`src/sv/tvi_blend.sv`:
```
// ----------------------------------------------------------------------------
// tvi_blend
// One linear blend step: lo + round(w * (hi - lo) / 2^FRAC_BITS), ties away
// from zero. The result always lies between lo and hi.
// ----------------------------------------------------------------------------
module tvi_blend #(
  parameter int DATA_WIDTH = 24,
  parameter int FRAC_BITS  = 8
) (
  input  logic signed [DATA_WIDTH-1:0] lo,
  input  logic signed [DATA_WIDTH-1:0] hi,
  input  logic        [FRAC_BITS-1:0]  w,
  output logic signed [DATA_WIDTH-1:0] y
);

  localparam int DW = DATA_WIDTH + 1;
  localparam int PW = DW + FRAC_BITS;
  localparam logic [PW-1:0] HALF = PW'(1) << (FRAC_BITS - 1);

  logic signed [DW-1:0] diff;
  logic        [DW-1:0] mag;
  logic        [PW-1:0] prod;
  logic        [PW-1:0] rnd;
  logic        [DW-1:0] q;
  logic signed [DW:0]   lo_e;
  logic signed [DW:0]   q_e;
  logic signed [DW:0]   sum;

  assign diff = DW'(hi) - DW'(lo);
  assign mag  = diff[DW-1] ? DW'(-diff) : DW'(diff);
  assign prod = PW'(mag) * PW'(w);
  assign rnd  = prod + HALF;
  assign q    = DW'(rnd >> FRAC_BITS);
  assign lo_e = {{2{lo[DATA_WIDTH-1]}}, lo};
  assign q_e  = $signed({1'b0, q});
  // step toward hi by the rounded magnitude
  assign sum  = diff[DW-1] ? lo_e - q_e : lo_e + q_e;
  assign y    = sum[DATA_WIDTH-1:0];

endmodule

```
`config.mk`:
```
export PLATFORM = sky130hd
export DESIGN_NAME = tvi_blend
export DESIGN_NICKNAME = d
export VERILOG_FILES = /design/src/sv/tvi_blend.sv
export SDC_FILE = /design/constraint.sdc
export NUM_CORES = 1
export LEC_CHECK = 0
export ABC_AREA = 1
export BUFFER_PORTS_ARGS = -buffer_cell sky130_fd_sc_hd__clkbuf_2
export CAP_MARGIN = 20
export CORE_MARGIN = 2
export CORE_UTILIZATION = 65
export DETAILED_ROUTE_END_ITERATION = 16
export PLACE_DENSITY = 0.91
export SYNTH_ARGS = -nofsm -noshare
export SYNTH_HDL_FRONTEND = slang
export SYNTH_SLANG_ARGS = --single-unit
```
`constraint.sdc`:
```
create_clock -name vclk -period 11.7
set_input_delay 0 -clock vclk [all_inputs]
set_output_delay 0 -clock vclk [all_outputs]
set_load 0.005 [all_outputs]
```
==> results.py <==
metrics = {
    "timing": {
        "fin_tns_setup_ns": 0,
        "slew_violations": 0,
        "finalSetupViolations": 0,
        "slew_headroom": 0.345,
        "rsz0062_at_grt": "no",
        "hold_violations": 0,
        "max_freq_mhz": 100,
        "fin_crit_sh": 0.852,
        "worstMarginPinSlew_ns": 0.981,
        "fin_ws_ns": 1.73,
        "min_period_ns": 9.97,
    },
    "logic_synthesis": {
        "syn_inst": 1756,
        "synth_area_leaders": "fa_1, nand2_1, inv_1",
        "synth.most_common_cell": "nand2_1",
        "synth_top_area_cell": "fa_1",
        "syn_nets": 2068,
        "seq_area_frac_synth": 0,
        "yosys_warnings": 0,
        "yosysTopAreaCellShare": 0.252,
        "avgSynthCellArea_um2": 6.26,
        "synth_area_um2": 11000,
        "netlist-cell-type-count": 46,
        "yosys-top-cells-count": "nand2_1, inv_1, nor2_1, fa_1, ha_1",
    },
    "grt": {
        "gr-total-overflow": 0,
        "grt_use_total": 0.350,
        "grt_antenna_before_repair": 0,
        "first_global_vias": 10900,
        "grt_max_degree": 33,
        "grt_pass1_wl_mm": 51.4,
    },
    "drt": {
        "drc": 0,
        "firstDrtPassIters": 5,
        "via_per_inst": 5.51,
        "vias": 11200,
        "ant_nets": 0,
        "drt_iter0_drc": 809,
        "wirelength_mm": 30.4,
        "avgRoutedWirePerCell_um": 15.0,
    },
    "floorplan": {
        "dieArea_um2": 18000,
        "num_io_pins": 80,
        "coreArea_um2": 16500,
        "die_x_um": 134,
        "fp-row-count": 47,
        "start_util": 0.665,
        "die_y_um": 134,
    },
    "cells_and_area": {
        "seq_cell_count": 0,
        "fin_nets": 2128,
        "clkbuf_count": 0,
        "multi_input_area_um2": 9300,
        "antenna_cells": 0,
        "syn2layout_area_growth_pct": 5.10,
        "fillers": 1493,
        "seq_area_um2": 0,
        "stdcell_area_um2": 11500,
        "drive_above_1_share": 0.0882,
    },
    "clocking": {
        "cts.repair.resized": 0,
        "ctsHoldBuffers": 0,
        "postCtsSetupBuffers": 0,
    },
    "setup_path": {
        "cp.arrival_ns": 9.97,
        "slowest_delay_ns": 0.56,
        "cp-start-kind": "input port",
        "cpMaxStageDelayCell": "fa_1",
        "cp_common_cell": "nand2_1",
        "cp-end-kind": "primary output",
        "cp_max_fo": 32,
        "required_ns": 11.70,
        "path_class": "input port to primary output",
    },
    "placement": {
        "placed_area_um2": 11500,
        "port_buffers": 80,
        "hpwl_mm": 26.6,
        "dp_slack_ns": 1.90,
        "gp_congestion": 1.02,
    },
    "outcome": {
        "status": "complete, no violations",
    },
    "worst_hold_path": {
        "hp-class": "input port to primary output",
    },
    "run": {
        "drv_cap": 0,
    },
}
worst max-delay path: cells and delay by family:
| kind | cells | cell delay [ns] |
|---|---|---|
| AOI/OAI and AO/OA | 11 | 1.92 |
| buffers and inverters | 15 | 1.51 |
| xor gates and xnor gates | 4 | 1.10 |
| and+or+nand+nor | 17 | 2.09 |
| adders and majority gates | 8 | 3.31 |
path summary, 6_finish.rpt:
path  startpoint    end  cells after the start
max        lo[0]  y[22]                     55
min       lo[22]  y[22]                      4
routing by layer:
metal / up-vias / share of wire / track usage
met5: - / 0 / 0
met4: 0 / 0.038 / 0.125
met3: 102 / 0.073 / 0.0408
met2: 461 / 0.47 / 0.581
met1: 5219 / 0.42 / 0.472
li1: 5421 / - / -
metrics by stage:
step,instances,hold WS (ns),util
after floorplan,1756,0.158,-
after global placement,2034,0.452,0.699
after detailed placement,2034,0.456,0.699
after CTS,2034,0.463,0.699
after global routing,2034,0.495,0.699
final,2034,0.468,0.699
cells by family (layout without fill, tap and decap cells):
logic type / after synthesis / after routing / synth area share
adder cells (fa/ha/maj): 256 / 256 / 0.386
AO/OA/AOI/OAI: 138 / 138 / 0.0736
buffers and inverters: 438 / 496 / 0.153
XOR/XNOR: 69 / 69 / 0.0591
AND/OR/NAND/NOR: 855 / 855 / 0.328
cells in the final DEF (no fill, tap or decap), types with 2 or more instances in the layout:
master    netlist  final
a21o_1          4      4
nor4_1          5      5
xor2_1         43     43
o21ai_1         4      4
ha_1          118    118
o21bai_1        3      3
nand4_1        22     22
o21a_1          4      4
o31ai_1         4      4
nand2_1       403    403
xnor2_1        20     20
nor2_4          3      3
inv_4           2      2
nand3_1        87     87
a31oi_1         3      3
or2_2           5      5
o21ai_2         4      4
nand3_2         3      3
and2_1          4      4
nand2_4         2      2
clkbuf_2        0     80
xor2_2          4      4
nor2_2         19     19
a221oi_1        2      2
nor3_1         16     16
o21ai_0        32     32
inv_1         401    401
inv_2          12     12
a21oi_2         4      4
a21oi_1        68     68
nor2_1        261    261
nand3b_1        6      6
xnor2_2         2      2
fa_1          138    138
nand2_2        17     17
cell type report:
class,instances,area share
multi-input combinational,1318,0.806
inverter,416,0.136
timing repair buffer,80,0.0347
tap,220,0.0238
Power is not shown: default switching activity piles up to over one toggle a cycle in this logic, so the estimate is an artifact.
